===== src/hdl/lpbf_pkg.sv =====
// ----------------------------------------------------------------------------
// lpbf_pkg
// Shared types and codes of the LED panel bit-plane frame buffer.
// ----------------------------------------------------------------------------
package lpbf_pkg;

   localparam int MAX_PLANES_DEFAULT = 8;
   localparam int PANELS_DEFAULT     = 1;
   localparam int QUEUE_DEPTH        = 2;

   localparam int KIND_W  = 3;
   localparam int COORD_W = 16;
   localparam int VALUE_W = 16;
   localparam int SUM_W   = 17;

   // Input item kinds
   localparam logic [KIND_W-1:0] KIND_DRAW = 3'd0;
   localparam logic [KIND_W-1:0] KIND_DEEP = 3'd1;
   localparam logic [KIND_W-1:0] KIND_READ = 3'd2;
   localparam logic [KIND_W-1:0] KIND_FILL = 3'd3;
   localparam logic [KIND_W-1:0] KIND_SCAN = 3'd4;

   // Classified operation handed from front to back
   typedef enum logic [2:0] {
      OP_NOP  = 3'd0,
      OP_DRAW = 3'd1,
      OP_DEEP = 3'd2,
      OP_READ = 3'd3,
      OP_FILL = 3'd4,
      OP_SCAN = 3'd5
   } op_type;

   typedef struct packed {
      logic       write;
      logic [1:0] bit_depth;
   } cfg_type;

   typedef struct packed {
      logic read_bit;
      logic serial_bit;
      logic shift_strobe;
      logic latch_pulse;
   } result_type;

endpackage


===== src/hdl/led_panel_bitplane_framebuffer_core.sv =====
// ----------------------------------------------------------------------------
// led_panel_bitplane_framebuffer_core
// Bit-plane frame store for a chain of 16-pixel-wide LED panels.
// ----------------------------------------------------------------------------
// Flow: the front takes items into a small queue while the back works; the
//   back pops the next item only when idle and its result register is free.
// Deep pixel reduces the folded sum bit by bit, then reads and rewrites each
//   plane in use; fill writes every word of every plane in use.
// Reset: a clearing pass writes MAX_PLANES*16*PANELS words (128 at defaults)
//   to zero, one a cycle, with req_ready low; config writes are taken as ever.
// ----------------------------------------------------------------------------
module led_panel_bitplane_framebuffer_core #(
   parameter int MAX_PLANES = lpbf_pkg::MAX_PLANES_DEFAULT,
   parameter int PANELS     = lpbf_pkg::PANELS_DEFAULT
) (
   input  logic                                clock,
   input  logic                                reset,
   // configuration write channel
   input  logic                                csr_valid,
   output logic                                csr_ready,
   input  logic [1:0]                          csr_bit_depth,
   // item channel
   input  logic                                req_valid,
   output logic                                req_ready,
   input  logic [lpbf_pkg::KIND_W-1:0]         req_kind,
   input  logic signed [lpbf_pkg::COORD_W-1:0] req_x_coord,
   input  logic signed [lpbf_pkg::COORD_W-1:0] req_y_coord,
   input  logic [lpbf_pkg::VALUE_W-1:0]        req_pixel_value,
   // result channel
   output logic                                rsp_valid,
   input  logic                                rsp_ready,
   output logic                                rsp_read_bit,
   output logic                                rsp_serial_bit,
   output logic                                rsp_shift_strobe,
   output logic                                rsp_latch_pulse
);

   // pixel address width and the width of one queued job
   localparam int AW    = $clog2(256 * PANELS);
   localparam int JOB_W = $bits(lpbf_pkg::op_type) + AW + lpbf_pkg::VALUE_W +
                          lpbf_pkg::SUM_W;

   logic [1:0]                   bit_depth_ff;
   lpbf_pkg::cfg_type            cfg;

   logic                         clearing;
   logic                         push_valid, push_ready;
   lpbf_pkg::op_type             f_op;
   logic [AW-1:0]                f_addr;
   logic [lpbf_pkg::VALUE_W-1:0] f_value;
   logic [lpbf_pkg::SUM_W-1:0]   f_sum;
   logic [JOB_W-1:0]             push_data, pop_data;
   logic                         pop_valid, pop_ready;
   lpbf_pkg::result_type         rsp;

   // Register is always writable; software must write it only while idle (not enforced).
   assign csr_ready     = 1'b1;
   assign cfg.write     = csr_valid && csr_ready;
   assign cfg.bit_depth = bit_depth_ff;

   always_ff @(posedge clock) begin
      if (reset) begin
         bit_depth_ff <= '0;
      end else if (cfg.write) begin
         bit_depth_ff <= csr_bit_depth;
      end
   end

   // Front: fold coordinates, bounds-check draws, classify each item.
   // Hold off new items while the store is being cleared after reset.
   lpbf_front #(
      .PANELS (PANELS),
      .AW     (AW)
   ) u_front (
      .req_valid       (req_valid),
      .req_ready       (req_ready),
      .req_kind        (req_kind),
      .req_x_coord     (req_x_coord),
      .req_y_coord     (req_y_coord),
      .req_pixel_value (req_pixel_value),
      .hold            (clearing),
      .push_valid      (push_valid),
      .push_ready      (push_ready),
      .job_op          (f_op),
      .job_addr        (f_addr),
      .job_value       (f_value),
      .job_sum         (f_sum)
   );

   assign push_data = {f_op, f_addr, f_value, f_sum};

   // Queue decouples classification from the multi-cycle store work.
   lpbf_queue #(
      .WIDTH (JOB_W),
      .DEPTH (lpbf_pkg::QUEUE_DEPTH)
   ) u_queue (
      .clock      (clock),
      .reset      (reset),
      .push_valid (push_valid),
      .push_ready (push_ready),
      .push_data  (push_data),
      .pop_valid  (pop_valid),
      .pop_ready  (pop_ready),
      .pop_data   (pop_data)
   );

   // Back: plane store, scan counters and the result register.
   lpbf_back #(
      .MAX_PLANES (MAX_PLANES),
      .PANELS     (PANELS),
      .AW         (AW)
   ) u_back (
      .clock     (clock),
      .reset     (reset),
      .cfg       (cfg),
      .pop_valid (pop_valid),
      .pop_ready (pop_ready),
      .pop_op    (lpbf_pkg::op_type'(pop_data[JOB_W-1 -: $bits(lpbf_pkg::op_type)])),
      .pop_addr  (pop_data[lpbf_pkg::VALUE_W + lpbf_pkg::SUM_W +: AW]),
      .pop_value (pop_data[lpbf_pkg::SUM_W +: lpbf_pkg::VALUE_W]),
      .pop_sum   (pop_data[lpbf_pkg::SUM_W-1:0]),
      .clearing  (clearing),
      .rsp_valid (rsp_valid),
      .rsp_ready (rsp_ready),
      .rsp       (rsp)
   );

   assign rsp_read_bit     = rsp.read_bit;
   assign rsp_serial_bit   = rsp.serial_bit;
   assign rsp_shift_strobe = rsp.shift_strobe;
   assign rsp_latch_pulse  = rsp.latch_pulse;

endmodule


===== src/hdl/lpbf_queue.sv =====
// ----------------------------------------------------------------------------
// lpbf_queue
// Small first-in first-out queue between the front and the back.
// ----------------------------------------------------------------------------
module lpbf_queue #(
   parameter int WIDTH = 8,
   parameter int DEPTH = lpbf_pkg::QUEUE_DEPTH
) (
   input  logic             clock,
   input  logic             reset,
   input  logic             push_valid,
   output logic             push_ready,
   input  logic [WIDTH-1:0] push_data,
   output logic             pop_valid,
   input  logic             pop_ready,
   output logic [WIDTH-1:0] pop_data
);

   localparam int PTR_W = $clog2(DEPTH);
   localparam int CNT_W = $clog2(DEPTH + 1);

   logic [WIDTH-1:0] slot_ff [DEPTH];
   logic [PTR_W-1:0] wr_ptr_ff, wr_ptr_in;
   logic [PTR_W-1:0] rd_ptr_ff, rd_ptr_in;
   logic [CNT_W-1:0] count_ff, count_in;
   logic             do_push, do_pop;

   assign push_ready = (count_ff != CNT_W'(DEPTH));
   assign pop_valid  = (count_ff != '0);
   assign pop_data   = slot_ff[rd_ptr_ff];
   assign do_push    = push_valid && push_ready;
   assign do_pop     = pop_valid && pop_ready;

   always_comb begin
      wr_ptr_in = wr_ptr_ff;
      rd_ptr_in = rd_ptr_ff;
      count_in  = count_ff;
      if (do_push) begin
         wr_ptr_in = (wr_ptr_ff == PTR_W'(DEPTH - 1)) ? '0 : wr_ptr_ff + 1'b1;
      end
      if (do_pop) begin
         rd_ptr_in = (rd_ptr_ff == PTR_W'(DEPTH - 1)) ? '0 : rd_ptr_ff + 1'b1;
      end
      if (do_push && !do_pop) begin
         count_in = count_ff + 1'b1;
      end else if (do_pop && !do_push) begin
         count_in = count_ff - 1'b1;
      end
   end

   always_ff @(posedge clock) begin
      if (reset) begin
         wr_ptr_ff <= '0;
         rd_ptr_ff <= '0;
         count_ff  <= '0;
      end else begin
         wr_ptr_ff <= wr_ptr_in;
         rd_ptr_ff <= rd_ptr_in;
         count_ff  <= count_in;
      end
   end

   always_ff @(posedge clock) begin
      if (do_push) begin
         slot_ff[wr_ptr_ff] <= push_data;
      end
   end

endmodule


===== src/hdl/lpbf_front.sv =====
// ----------------------------------------------------------------------------
// lpbf_front
// Accepts items, folds coordinates, checks bounds and classifies the work.
// ----------------------------------------------------------------------------
module lpbf_front #(
   parameter int PANELS = lpbf_pkg::PANELS_DEFAULT,
   parameter int AW     = $clog2(256 * PANELS)
) (
   input  logic                                req_valid,
   output logic                                req_ready,
   input  logic [lpbf_pkg::KIND_W-1:0]         req_kind,
   input  logic signed [lpbf_pkg::COORD_W-1:0] req_x_coord,
   input  logic signed [lpbf_pkg::COORD_W-1:0] req_y_coord,
   input  logic [lpbf_pkg::VALUE_W-1:0]        req_pixel_value,
   input  logic                                hold,
   output logic                                push_valid,
   input  logic                                push_ready,
   output lpbf_pkg::op_type                    job_op,
   output logic [AW-1:0]                       job_addr,
   output logic [lpbf_pkg::VALUE_W-1:0]        job_value,
   output logic [lpbf_pkg::SUM_W-1:0]          job_sum
);

   localparam int          PIXELS  = 256 * PANELS;
   localparam int          Y_LIMIT = 16 * PANELS;
   localparam logic [AW-1:0] PIX_MASK = AW'(PIXELS - 1);

   logic [lpbf_pkg::COORD_W-1:0] x_raw, y_raw, fx, fy;
   logic                         big, in_bounds;
   logic [AW-1:0]                lin;

   assign req_ready  = push_ready && !hold;
   assign push_valid = req_valid && !hold;
   assign job_value  = req_pixel_value;

   always_comb begin
      x_raw = req_x_coord;
      y_raw = req_y_coord;
      // deep pixels fold on the unsigned column, the others on the signed one
      if (req_kind == lpbf_pkg::KIND_DEEP) begin
         big = |x_raw[15:3];
      end else begin
         big = !x_raw[15] && (|x_raw[14:3]);
      end
      fx = big ? {13'd0, x_raw[2:0]} : x_raw;
      fy = big ? y_raw + 16'h0010 : y_raw;
      // only the low address bits survive the mask
      lin      = fx[AW-1:0] + {fy[AW-4:0], 3'b000};
      job_addr = lin & PIX_MASK;
      job_sum  = {1'b0, fx} + {1'b0, fy};
      in_bounds = !x_raw[15] && (x_raw[14:4] == '0) &&
                  !y_raw[15] && (y_raw < 16'(Y_LIMIT));
   end

   always_comb begin
      unique case (req_kind)
         lpbf_pkg::KIND_DRAW: job_op = in_bounds ? lpbf_pkg::OP_DRAW : lpbf_pkg::OP_NOP;
         lpbf_pkg::KIND_DEEP: job_op = lpbf_pkg::OP_DEEP;
         lpbf_pkg::KIND_READ: job_op = lpbf_pkg::OP_READ;
         lpbf_pkg::KIND_FILL: job_op = lpbf_pkg::OP_FILL;
         lpbf_pkg::KIND_SCAN: job_op = lpbf_pkg::OP_SCAN;
         default:             job_op = lpbf_pkg::OP_NOP;
      endcase
   end

endmodule


===== src/hdl/lpbf_back.sv =====
// ----------------------------------------------------------------------------
// lpbf_back
// Executes classified items on the plane store and holds the result register.
// ----------------------------------------------------------------------------
module lpbf_back #(
   parameter int MAX_PLANES = lpbf_pkg::MAX_PLANES_DEFAULT,
   parameter int PANELS     = lpbf_pkg::PANELS_DEFAULT,
   parameter int AW         = $clog2(256 * PANELS)
) (
   input  logic                         clock,
   input  logic                         reset,
   input  lpbf_pkg::cfg_type            cfg,
   input  logic                         pop_valid,
   output logic                         pop_ready,
   input  lpbf_pkg::op_type             pop_op,
   input  logic [AW-1:0]                pop_addr,
   input  logic [lpbf_pkg::VALUE_W-1:0] pop_value,
   input  logic [lpbf_pkg::SUM_W-1:0]   pop_sum,
   output logic                         clearing,
   output logic                         rsp_valid,
   input  logic                         rsp_ready,
   output lpbf_pkg::result_type         rsp
);

   localparam int STRIDE      = 16 * PANELS;
   localparam int PIXELS      = 256 * PANELS;
   localparam int STORE_WORDS = MAX_PLANES * STRIDE;
   localparam int WW          = AW - 4;
   localparam int MW          = $clog2(STORE_WORDS);
   localparam int PW          = (MAX_PLANES > 1) ? $clog2(MAX_PLANES) : 1;
   localparam int CW          = $clog2(MAX_PLANES + 1);

   typedef enum logic [7:0] {
      ST_CLEAR  = 8'b0000_0001,
      ST_IDLE   = 8'b0000_0010,
      ST_SCAN   = 8'b0000_0100,
      ST_READ   = 8'b0000_1000,
      ST_MOD    = 8'b0001_0000,
      ST_RMW_RD = 8'b0010_0000,
      ST_RMW_WR = 8'b0100_0000,
      ST_FILL   = 8'b1000_0000
   } state_type;

   state_type                    state_ff, state_in;
   logic [MW-1:0]                clr_idx_ff, clr_idx_in;
   lpbf_pkg::op_type             job_op_ff, job_op_in;
   logic [AW-1:0]                job_addr_ff, job_addr_in;
   logic [lpbf_pkg::VALUE_W-1:0] job_value_ff, job_value_in;
   logic [lpbf_pkg::SUM_W-1:0]   job_sum_ff, job_sum_in;
   logic [4:0]                   mod_cnt_ff, mod_cnt_in;
   logic [CW-1:0]                rem_ff, rem_in;
   logic [PW-1:0]                ofs_ff, ofs_in;
   logic [PW-1:0]                plane_ff, plane_in;
   logic [MW-1:0]                base_ff, base_in;
   logic [WW-1:0]                word_ff, word_in;
   logic [PW-1:0]                active_ff, active_in;
   logic [AW-1:0]                scan_pos_ff, scan_pos_in;
   logic                         rsp_valid_ff, rsp_valid_in;
   lpbf_pkg::result_type         rsp_ff, rsp_in;

   logic [15:0]                  mem [STORE_WORDS];
   logic [15:0]                  rd_data_ff;
   logic                         mem_re, mem_we;
   logic [MW-1:0]                mem_ra, mem_wa;
   logic [15:0]                  mem_wd;

   logic [4:0]                   pow;
   logic [CW-1:0]                planes, planes_m1;
   logic                         out_free, last_plane;
   logic [CW:0]                  rem2;
   logic [CW-1:0]                rem_red, rem_inc;
   logic [PW-1:0]                ofs_next;
   logic [15:0]                  bit_mask;
   logic                         pix_bit;
   lpbf_pkg::result_type         done_rsp;

   assign clearing  = (state_ff == ST_CLEAR);
   assign rsp_valid = rsp_valid_ff;
   assign rsp       = rsp_ff;
   assign out_free  = !rsp_valid_ff || rsp_ready;
   assign pop_ready = (state_ff == ST_IDLE) && out_free;

   // planes in use: 2^bit_depth, capped
   always_comb begin
      pow       = 5'd1 << cfg.bit_depth;
      planes    = (32'(pow) > MAX_PLANES) ? CW'(MAX_PLANES) : CW'(pow);
      planes_m1 = planes - 1'b1;
   end

   always_comb begin
      rem2       = {rem_ff, job_sum_ff[mod_cnt_ff]};
      rem_red    = (rem2 >= (CW + 1)'(planes)) ? CW'(rem2 - (CW + 1)'(planes)) : CW'(rem2);
      rem_inc    = (rem_red == planes_m1) ? '0 : rem_red + 1'b1;
      ofs_next   = (CW'(ofs_ff) == planes_m1) ? '0 : ofs_ff + 1'b1;
      last_plane = (job_op_ff == lpbf_pkg::OP_DRAW) || (CW'(plane_ff) == planes_m1);
      bit_mask   = 16'd1 << job_addr_ff[3:0];
      pix_bit    = job_value_ff[4'(ofs_ff)];
      done_rsp   = '0;
   end

   always_comb begin
      state_in     = state_ff;
      clr_idx_in   = clr_idx_ff;
      job_op_in    = job_op_ff;
      job_addr_in  = job_addr_ff;
      job_value_in = job_value_ff;
      job_sum_in   = job_sum_ff;
      mod_cnt_in   = mod_cnt_ff;
      rem_in       = rem_ff;
      ofs_in       = ofs_ff;
      plane_in     = plane_ff;
      base_in      = base_ff;
      word_in      = word_ff;
      active_in    = active_ff;
      scan_pos_in  = scan_pos_ff;
      rsp_valid_in = rsp_valid_ff && !rsp_ready;
      rsp_in       = rsp_ff;
      mem_re       = 1'b0;
      mem_ra       = '0;
      mem_we       = 1'b0;
      mem_wa       = '0;
      mem_wd       = '0;

      unique case (state_ff)
         ST_CLEAR: begin
            mem_we = 1'b1;
            mem_wa = clr_idx_ff;
            if (clr_idx_ff == MW'(STORE_WORDS - 1)) begin
               state_in = ST_IDLE;
            end else begin
               clr_idx_in = clr_idx_ff + 1'b1;
            end
         end

         ST_IDLE: begin
            if (pop_valid && out_free) begin
               job_op_in    = pop_op;
               job_addr_in  = pop_addr;
               job_value_in = pop_value;
               job_sum_in   = pop_sum;
               plane_in     = '0;
               base_in      = '0;
               word_in      = '0;
               ofs_in       = '0;
               unique case (pop_op)
                  lpbf_pkg::OP_SCAN: begin
                     mem_re   = 1'b1;
                     mem_ra   = MW'(active_ff) * MW'(STRIDE) + MW'(scan_pos_ff[AW-1:4]);
                     state_in = ST_SCAN;
                  end
                  lpbf_pkg::OP_READ: begin
                     mem_re   = 1'b1;
                     mem_ra   = MW'(pop_addr[AW-1:4]);
                     state_in = ST_READ;
                  end
                  lpbf_pkg::OP_DRAW: begin
                     mem_re   = 1'b1;
                     mem_ra   = MW'(pop_addr[AW-1:4]);
                     state_in = ST_RMW_WR;
                  end
                  lpbf_pkg::OP_DEEP: begin
                     mod_cnt_in = 5'(lpbf_pkg::SUM_W - 1);
                     rem_in     = '0;
                     state_in   = ST_MOD;
                  end
                  lpbf_pkg::OP_FILL: begin
                     state_in = ST_FILL;
                  end
                  default: begin
                     // unused kind or clipped draw: answer with all zeros
                     rsp_valid_in = 1'b1;
                     rsp_in       = done_rsp;
                  end
               endcase
            end
         end

         ST_SCAN: begin
            rsp_valid_in        = 1'b1;
            rsp_in              = done_rsp;
            rsp_in.serial_bit   = rd_data_ff[scan_pos_ff[3:0]];
            rsp_in.shift_strobe = 1'b1;
            if (scan_pos_ff == AW'(PIXELS - 1)) begin
               rsp_in.latch_pulse = 1'b1;
               scan_pos_in        = '0;
               if (planes != CW'(1)) begin
                  active_in = (CW'(active_ff) == planes_m1) ? '0 : active_ff + 1'b1;
               end
            end else begin
               scan_pos_in = scan_pos_ff + 1'b1;
            end
            state_in = ST_IDLE;
         end

         ST_READ: begin
            rsp_valid_in    = 1'b1;
            rsp_in          = done_rsp;
            rsp_in.read_bit = rd_data_ff[job_addr_ff[3:0]];
            state_in        = ST_IDLE;
         end

         ST_MOD: begin
            // one bit of the folded sum per cycle, remainder by plane count
            rem_in = rem_red;
            if (mod_cnt_ff == '0) begin
               ofs_in   = PW'(rem_inc);
               state_in = ST_RMW_RD;
            end else begin
               mod_cnt_in = mod_cnt_ff - 1'b1;
            end
         end

         ST_RMW_RD: begin
            mem_re   = 1'b1;
            mem_ra   = base_ff + MW'(job_addr_ff[AW-1:4]);
            state_in = ST_RMW_WR;
         end

         ST_RMW_WR: begin
            mem_we = 1'b1;
            mem_wa = base_ff + MW'(job_addr_ff[AW-1:4]);
            mem_wd = pix_bit ? (rd_data_ff | bit_mask) : (rd_data_ff & ~bit_mask);
            if (last_plane) begin
               rsp_valid_in = 1'b1;
               rsp_in       = done_rsp;
               state_in     = ST_IDLE;
            end else begin
               plane_in = plane_ff + 1'b1;
               base_in  = base_ff + MW'(STRIDE);
               ofs_in   = ofs_next;
               state_in = ST_RMW_RD;
            end
         end

         ST_FILL: begin
            mem_we = 1'b1;
            mem_wa = base_ff + MW'(word_ff);
            mem_wd = job_value_ff[4'(plane_ff)] ? 16'hFFFF : 16'h0000;
            if (word_ff == WW'(STRIDE - 1)) begin
               word_in = '0;
               if (CW'(plane_ff) == planes_m1) begin
                  rsp_valid_in = 1'b1;
                  rsp_in       = done_rsp;
                  state_in     = ST_IDLE;
               end else begin
                  plane_in = plane_ff + 1'b1;
                  base_in  = base_ff + MW'(STRIDE);
               end
            end else begin
               word_in = word_ff + 1'b1;
            end
         end

         default: begin
            state_in = ST_CLEAR;
         end
      endcase

      // a depth write restarts the plane sequence
      if (cfg.write) begin
         active_in = '0;
      end
   end

   always_ff @(posedge clock) begin
      if (reset) begin
         state_ff     <= ST_CLEAR;
         clr_idx_ff   <= '0;
         active_ff    <= '0;
         scan_pos_ff  <= '0;
         rsp_valid_ff <= 1'b0;
      end else begin
         state_ff     <= state_in;
         clr_idx_ff   <= clr_idx_in;
         active_ff    <= active_in;
         scan_pos_ff  <= scan_pos_in;
         rsp_valid_ff <= rsp_valid_in;
      end
   end

   always_ff @(posedge clock) begin
      job_op_ff    <= job_op_in;
      job_addr_ff  <= job_addr_in;
      job_value_ff <= job_value_in;
      job_sum_ff   <= job_sum_in;
      mod_cnt_ff   <= mod_cnt_in;
      rem_ff       <= rem_in;
      ofs_ff       <= ofs_in;
      plane_ff     <= plane_in;
      base_ff      <= base_in;
      word_ff      <= word_in;
      rsp_ff       <= rsp_in;
   end

   always_ff @(posedge clock) begin
      if (mem_we) begin
         mem[mem_wa] <= mem_wd;
      end
   end

   always_ff @(posedge clock) begin
      if (mem_re) begin
         rd_data_ff <= mem[mem_ra];
      end
   end

endmodule


===== config.mk =====
export PLATFORM = sky130hd
export DESIGN_NAME = led_panel_bitplane_framebuffer_core
export DESIGN_NICKNAME = d
export VERILOG_FILES = /design/src/hdl/lpbf_pkg.sv /design/src/hdl/led_panel_bitplane_framebuffer_core.sv /design/src/hdl/lpbf_queue.sv /design/src/hdl/lpbf_front.sv /design/src/hdl/lpbf_back.sv
export SDC_FILE = /design/constraint.sdc
export NUM_CORES = 2
export LEC_CHECK = 0
export ABC_AREA = 1
export BUFFER_PORTS_ARGS = -buffer_cell sky130_fd_sc_hd__buf_2
export CAP_MARGIN = 20
export CORE_MARGIN = 5
export CORE_UTILIZATION = 60
export CTS_CLUSTER_DIAMETER = 40
export DETAILED_ROUTE_END_ITERATION = 8
export HOLD_SLACK_MARGIN = 0.08
export PLACE_DENSITY = 0.76
export SYNTH_ARGS = -nofsm -noshare
export SYNTH_HDL_FRONTEND = slang
export SYNTH_SLANG_ARGS = --single-unit

===== constraint.sdc =====
create_clock -name clock -period 6.25 [get_ports clock]
set_input_delay 0 -clock clock [delete_from_list [all_inputs] [get_ports clock]]
set_output_delay 0 -clock clock [all_outputs]
set_load 0.03 [all_outputs]

Yosys cells after proc, flatten, opt, wreduce, memory -nomap -nowiden
Memory sizes are Yosys's and may differ from the RTL's. A register that Yosys moved wholly into a read port is not among the register bits.
Cells that the tools add are included.
Word-level totals
  register bits: 99
  RAM bits: 2136
  bits of input ports: 58
  output and inout bits: 7
  word-level logic and storage cells: 235
  memories: 2
Operators by class
  $add $sub $neg: 21
  order comparisons: 8
  equal/unequal tests: 39
  shift-type cells: 2
  mux-type cells: 86
  bitwise gates (word level): 4
  reductions and logical operators: 50
Memories
  u_back.mem: depth 128, width 16, rd ports 1, clocked after Yosys merged registers in 1, wr ports 1, RTL line lpbf_back.sv:61  | logic [15:0] mem [STORE_WORDS];
  u_queue.slot_ff: depth 2, width 44, rd ports 1, clocked after Yosys merged registers in 1, wr ports 1, RTL line lpbf_queue.sv:22  | logic [WIDTH-1:0] slot_ff [DEPTH];
Operators with widths (count)
  $mux W16: 4
  $pmux W8 S7: 1
  $mux W8: 6
  $mux W4: 11
  $pmux W7 S3: 2
  $pmux W8 S5: 1
  $mux W7: 5
  $pmux W16 S2: 1
  $pmux W7 S2: 2
  $mux W3: 9
  $mux W1: 24
  $add A7 B4 Y7: 3
  $pmux W4 S5: 1
  $pmux W3 S3: 2
  $add A16 B16 Y17: 1
  $add A16 B5 Y16 const B: 1
  $and A16 B16 Y16: 1
  $eq A8 B8 Y1 const B: 2
  $lt A16 B5 Y1 const B: 1
  $not A16 Y16: 1
  $or A16 B16 Y16: 1
  $pmux W4 S2: 2
  $shl A1 B4 Y16 const A: 1
  $mux W5: 3
  65 further kinds: 124

Longest topological paths before layout
  depth in word-level cells: 9
  depth in mapped cells: 24
  gate-level depth less buffers: 24

Modules after synthesis
Synthesis repeated with hierarchy kept, for this count alone.
Unflattened totals
  cell total of the unflattened synthesis: 8041
  area, all modules: 94842.2 um2
By module, submodules not included
  lpbf_back: instances 1, cells an instance 7535, area an instance 89335.7 um2
  lpbf_queue: instances 1, cells an instance 174, area an instance 3618.5 um2
  lpbf_front: instances 1, cells an instance 317, area an instance 1795.5 um2
  led_panel_bitplane_framebuffer_core: instances 1, cells an instance 15, area an instance 92.6 um2

Worst setup path after synthesis
OpenSTA, ideal clock, no wires.
  path type: flip-flop to flip-flop
  start: register u_back.state_ff[3]
  end: memory u_back.mem[0][2], data pin
  arrival time: 3.122 ns
  data required time: 5.739 ns
  setup slack: 2.617 ns
  cell stages (with the launch flop): 11
  buffers on the path: 1
  period minus slack after synthesis: 3.633 ns
  cell sequence: dfxtp_1 > inv_2 > nand2_1 > nor2_2 > inv_2 > nor4_4 > inv_2 > clkbuf_1 > a21oi_1 > o21ai_0 > nand2_1
On the way
  longest elaborated chain between the ends: 2
  elaborated cells between the ends (all ways): 3
  classes of those cells: 2 x eq/ne; 1 x mux
RTL lines
  from (decl): RTL line lpbf_back.sv:44  | state_type state_ff, state_in;
  from (signal assigned): RTL line lpbf_back.sv:273  | state_ff <= state_in;
  $eq A8 B8 Y1 / $eq A8 B7 Y1 (equally long branches): RTL line lpbf_back.sv:124  | unique case (state_ff)
  $pmux W16 S2 *: RTL line lpbf_back.sv:124
  net u_back.mem_wd[2]: RTL line lpbf_back.sv:65  | logic [15:0] mem_wd;
  to (decl): RTL line lpbf_back.sv:61
The timed path passes the listed nets; every way through them passes the cells marked *.

Worst setup path in the final report
  start: input port req_kind[1] in the netlist's numbering
  end: memory u_queue.slot_ff[1][15] in the netlist's numbering, data pin
On the way
  longest elaborated chain between the ends: 4
  elaborated cells between the ends (all ways): 5
  classes of those cells: 1 x add/sub; 1 x eq/ne; 3 x mux
RTL lines
  from (decl): RTL line led_panel_bitplane_framebuffer_core.sv:25  | input logic [lpbf_pkg::KIND_W-1:0] req_kind,
  $eq A3 B1 Y1 *: RTL line lpbf_front.sv:40  | if (req_kind == lpbf_pkg::KIND_DEEP) begin
  $mux W1 *: RTL line lpbf_front.sv:40
  $mux W16 (on tied branches): RTL line lpbf_front.sv:45, lpbf_front.sv:46
  $add A16 B16 Y17 *: RTL line lpbf_front.sv:50  | job_sum = {1'b0, fx} + {1'b0, fy};
  net f_sum, one bit: RTL line led_panel_bitplane_framebuffer_core.sv:51  | logic [lpbf_pkg::SUM_W-1:0] f_sum;
  to (decl): RTL line lpbf_queue.sv:22
Marks and branches as above.

==> metrics.cfg <==
[cts]
cts_sinks = 2232
post_cts_buffers = 0
cts_max_path_buffers = 4
clk-insertion-delay-late_ns = 0.91
numCtsBuffers = 281
htree_levels = 5
cts.clk_slew.worst_paths_ns = 0.05
cts_tree = built
root_buffer = clkbuf_16

[synth]
synthAdderAreaFrac_pct = 0.5566
synth_area_per_cell_um2 = 11.69
synth_top_family_by_area = simple AND/OR/NAND/NOR gates
synth-xor-area-share_pct = 0.3635
synth-simple-area-share_pct = 23.01
syn_inst = 8035
ys_seq_area_share_pct = 70.97
yosys.cell_types.count = 52
synth_area_um2 = 93960
synth_mux_area_share_pct = 0
synth_compound_area_share_pct = 1.216
synthArstFlopShare_pct = 0
synth_edf_count = 2198
yosysWarnings = 0
synthFlopType = edfxtp_1
synth_nets = 8133
ys_seq_elements = 2232

[die]
ios = 65
fp.coreArea_um2 = 156000
dieArea_um2 = 164600
fp.dieH_um = 405.7
dieWidth_um = 405.7
initial_core_util_pct = 60.22
rows = 145

[power]
p_per_area_nw_per_um2 = 304.2
vdd_drop_max_v = 0.0003296
leakage_nw = 37.67

[sta]
setup_slack_ns = 0.7947
fin_crit_sh_pct = 87.28
timing.hold.ws_ns = 0.1634
fin_setup_tns_ns = 0
setup_viol = 0
max_freq_ghz = 0.1833
final_max_slew_viol_count = 0
finalHoldViolations = 0
max_slew_margin_pct = 19.99
rsz0062_at_grt = no
worstMarginPinSlew_ns = 1.200
finClkSkew_ns = 0.07336
fin_crit_ns = 5.455

[detailed_routing]
top_layer_used = met5
wl_met3_mm = 33.68
drt-met1-wl_mm = 92.68
ant_nets = 0
viasPerCell = 6.486
post-route-drc-count = 0
dr_total_vias = 67571
drt-total-wl_mm = 263.0
post_drt_wl_per_cell_um = 25.25
drt_iter0_markers = 10816
first_pass_iters = 8
wl_met2_mm = 122.3

[global_routing]
overflow = 0
grt_max_degree = 186
grt_pass1_wl_mm = 393.0
track_usage_pct = 31.51
grt_pass1_vias = 65175
antenna_found_initial = 7

[critical_path]
cpPeakStageDelay_ns = 0.61
cp_cell_sequence = dlygate4sd3_1, buf_2, nor2_1, nand2_1, nand2_1, nand2_1, nor3_1, nand2_1, nor2_1, nand3_1, nand3b_1, xor2_1, dlygate4sd3_1, inv_1, ha_1, dlygate4sd3_1, a21oi_1, dlygate4sd3_1, o31ai_1, dlygate4sd3_1, a21oi_1, dlygate4sd3_1, nand2_1, xor2_1
cpMostUsedCell = dlygate4sd3_1
crit_type = input port to flop
path_max_fanout = 4
cp.arrival_ns = 6.09
startpoint_type = input port
startpoint = req_kind[1]
crit_required_ns = 6.88
slowest_stage = dlygate4sd3_1
critical_path.endpoint_type = flop

[min_path]
hp-class = input port to flop
worstHoldStart = req_kind[0]

[placed_design]
dp_hpwl_mm = 138.0
gp_congestion = 0.9140
placedCellCount = 9823
post-place-ws_ns = 1.189
port-buffer-count = 55

[finish]
instances_no_fill = 10418
area_growth_pct = 13.44
finish.utilization_pct = 68.31
drive_above_1_share_pct = 9.251
final_nets = 8254

[status]
status = finished clean

[job]
maxCapViolations = 0

[where the power goes]
group | switching (W) | internal [W]
registers | 0.00000957 | 0.0162
logic | 0.000272 | 0.000155
clock network | 0.00615 | 0.00958
total | 0.00644 | 0.0260
[kinds of logic after synthesis]
group / after synthesis
adders and majority gates: 40
other: 1
xor gates and xnor gates: 39
buffers and inverters: 794
DFF: 2232
AOI/OAI and AO/OA: 196
and+or+nand+nor: 4733
[critical path, delay by kind of cell]
kind	cells	cell delay [ns]
buf+inv	8	3.62
compound gates	3	0.31
xor+xnor	2	0.28
simple gates	10	1.55
fa+ha+maj	1	0.32
[area by class of cell]
cell class | instances | area (um^2)
flip-flops and latches | 2232 | 66680
well taps | 2058 | 2575
diodes | 4 | 10.01
clock buffers | 329 | 7446
clock inverters | 154 | 1583
inverters | 232 | 888.4
multi-input cells | 5009 | 23840
repair buffers | 400 | 3561
fillers | 10428 | 49440
[final timing paths]
path,depth (start not counted),endpoint,slack (ns)
setup reg to reg,18,u_back.rd_data_ff[15],0.91
setup / recovery,24,u_queue.slot_ff[1][15],0.79
hold / removal,5,u_queue.slot_ff[1][41],0.16
hold reg to reg,2,u_back.active_ff[2],0.48
[routing by layer]
layer	up-vias	global-route usage, %
li1	29338	-
met1	32478	42.18
met2	4885	48.70
met3	866	7.605
met4	4	16.09
met5	-	0
[flip-flops by register name, indices dropped and copies added, names as in the netlist, 2 cells and up, named ones only]
signal               cells
u_back.mod_cnt_ff        5
u_back.ofs_ff            3
u_back.base_ff           3
u_back.rsp               4
u_back.active_ff         3
u_queue.slot_ff         72
u_back.clr_idx_ff        7
u_back.job_addr_ff       8
u_back.mem            2048
u_back.state_ff          8
u_back.rem_ff            4
u_back.rd_data_ff       16
u_back.job_value_ff      8
u_queue.count_ff         2
u_back.job_op_ff         3
u_back.word_ff           4
u_back.scan_pos_ff       8
u_back.plane_ff          3
u_back.job_sum_ff       17
bit_depth_ff             2
[metrics by stage]
step                power, W  area, um^2
finish               0.03242      106600
detailed placement   0.01691       96430
CTS                  0.03248      106500
global placement     0.01690       96430
floorplan            0.01675       93960
global route         0.03320      106600
[synth_stat cells, types with 18 or more instances]
| master | count | area (um^2) |
|---|---|---|
| ha_1 | 37 | 462.9 |
| inv_1 | 209 | 784.5 |
| clkbuf_1 | 126 | 473.0 |
| xor2_1 | 26 | 227.7 |
| nor2_1 | 254 | 953.4 |
| nand2_1 | 1562 | 5863 |
| inv_2 | 18 | 67.56 |
| buf_4 | 21 | 157.7 |
| buf_6 | 18 | 202.7 |
| nand3_1 | 2806 | 14040 |
| edfxtp_1 | 2198 | 66000 |
| dfxtp_1 | 34 | 680.7 |
| buf_2 | 355 | 1777 |
| nor3_1 | 37 | 185.2 |
| nand3b_1 | 31 | 232.7 |
| o21ai_0 | 67 | 335.3 |
| a21oi_1 | 62 | 310.3 |
| buf_1 | 42 | 157.7 |
[what timing repair did]
item | 4_1_cts | 5_1_grt
gates resized for setup | 0 | 0
hold buffers | 105 | 0
endpoints found under the hold margin | 182 | 0
[cell usage in the layout (no fill, tap or decap), drive strengths merged, types with 13 or more instances in the layout]
| master | n |
|---|---|
| clkinv | 90 |
| o21ai | 73 |
| inv | 247 |
| nor2 | 261 |
| dfxtp | 34 |
| nand3 | 2809 |
| xor2 | 26 |
| bufinv | 25 |
| xnor2 | 13 |
| edfxtp | 2198 |
| clkinvlp | 24 |
| o211ai | 14 |
| a21oi | 62 |
| ha | 37 |
| nand2 | 1569 |
| nand3b | 31 |
| buf | 295 |
| dlygate4sd3 | 105 |
| nand4 | 13 |
| nor3 | 37 |
| clkbuf | 329 |
Power figures use the tool's default switching activity.
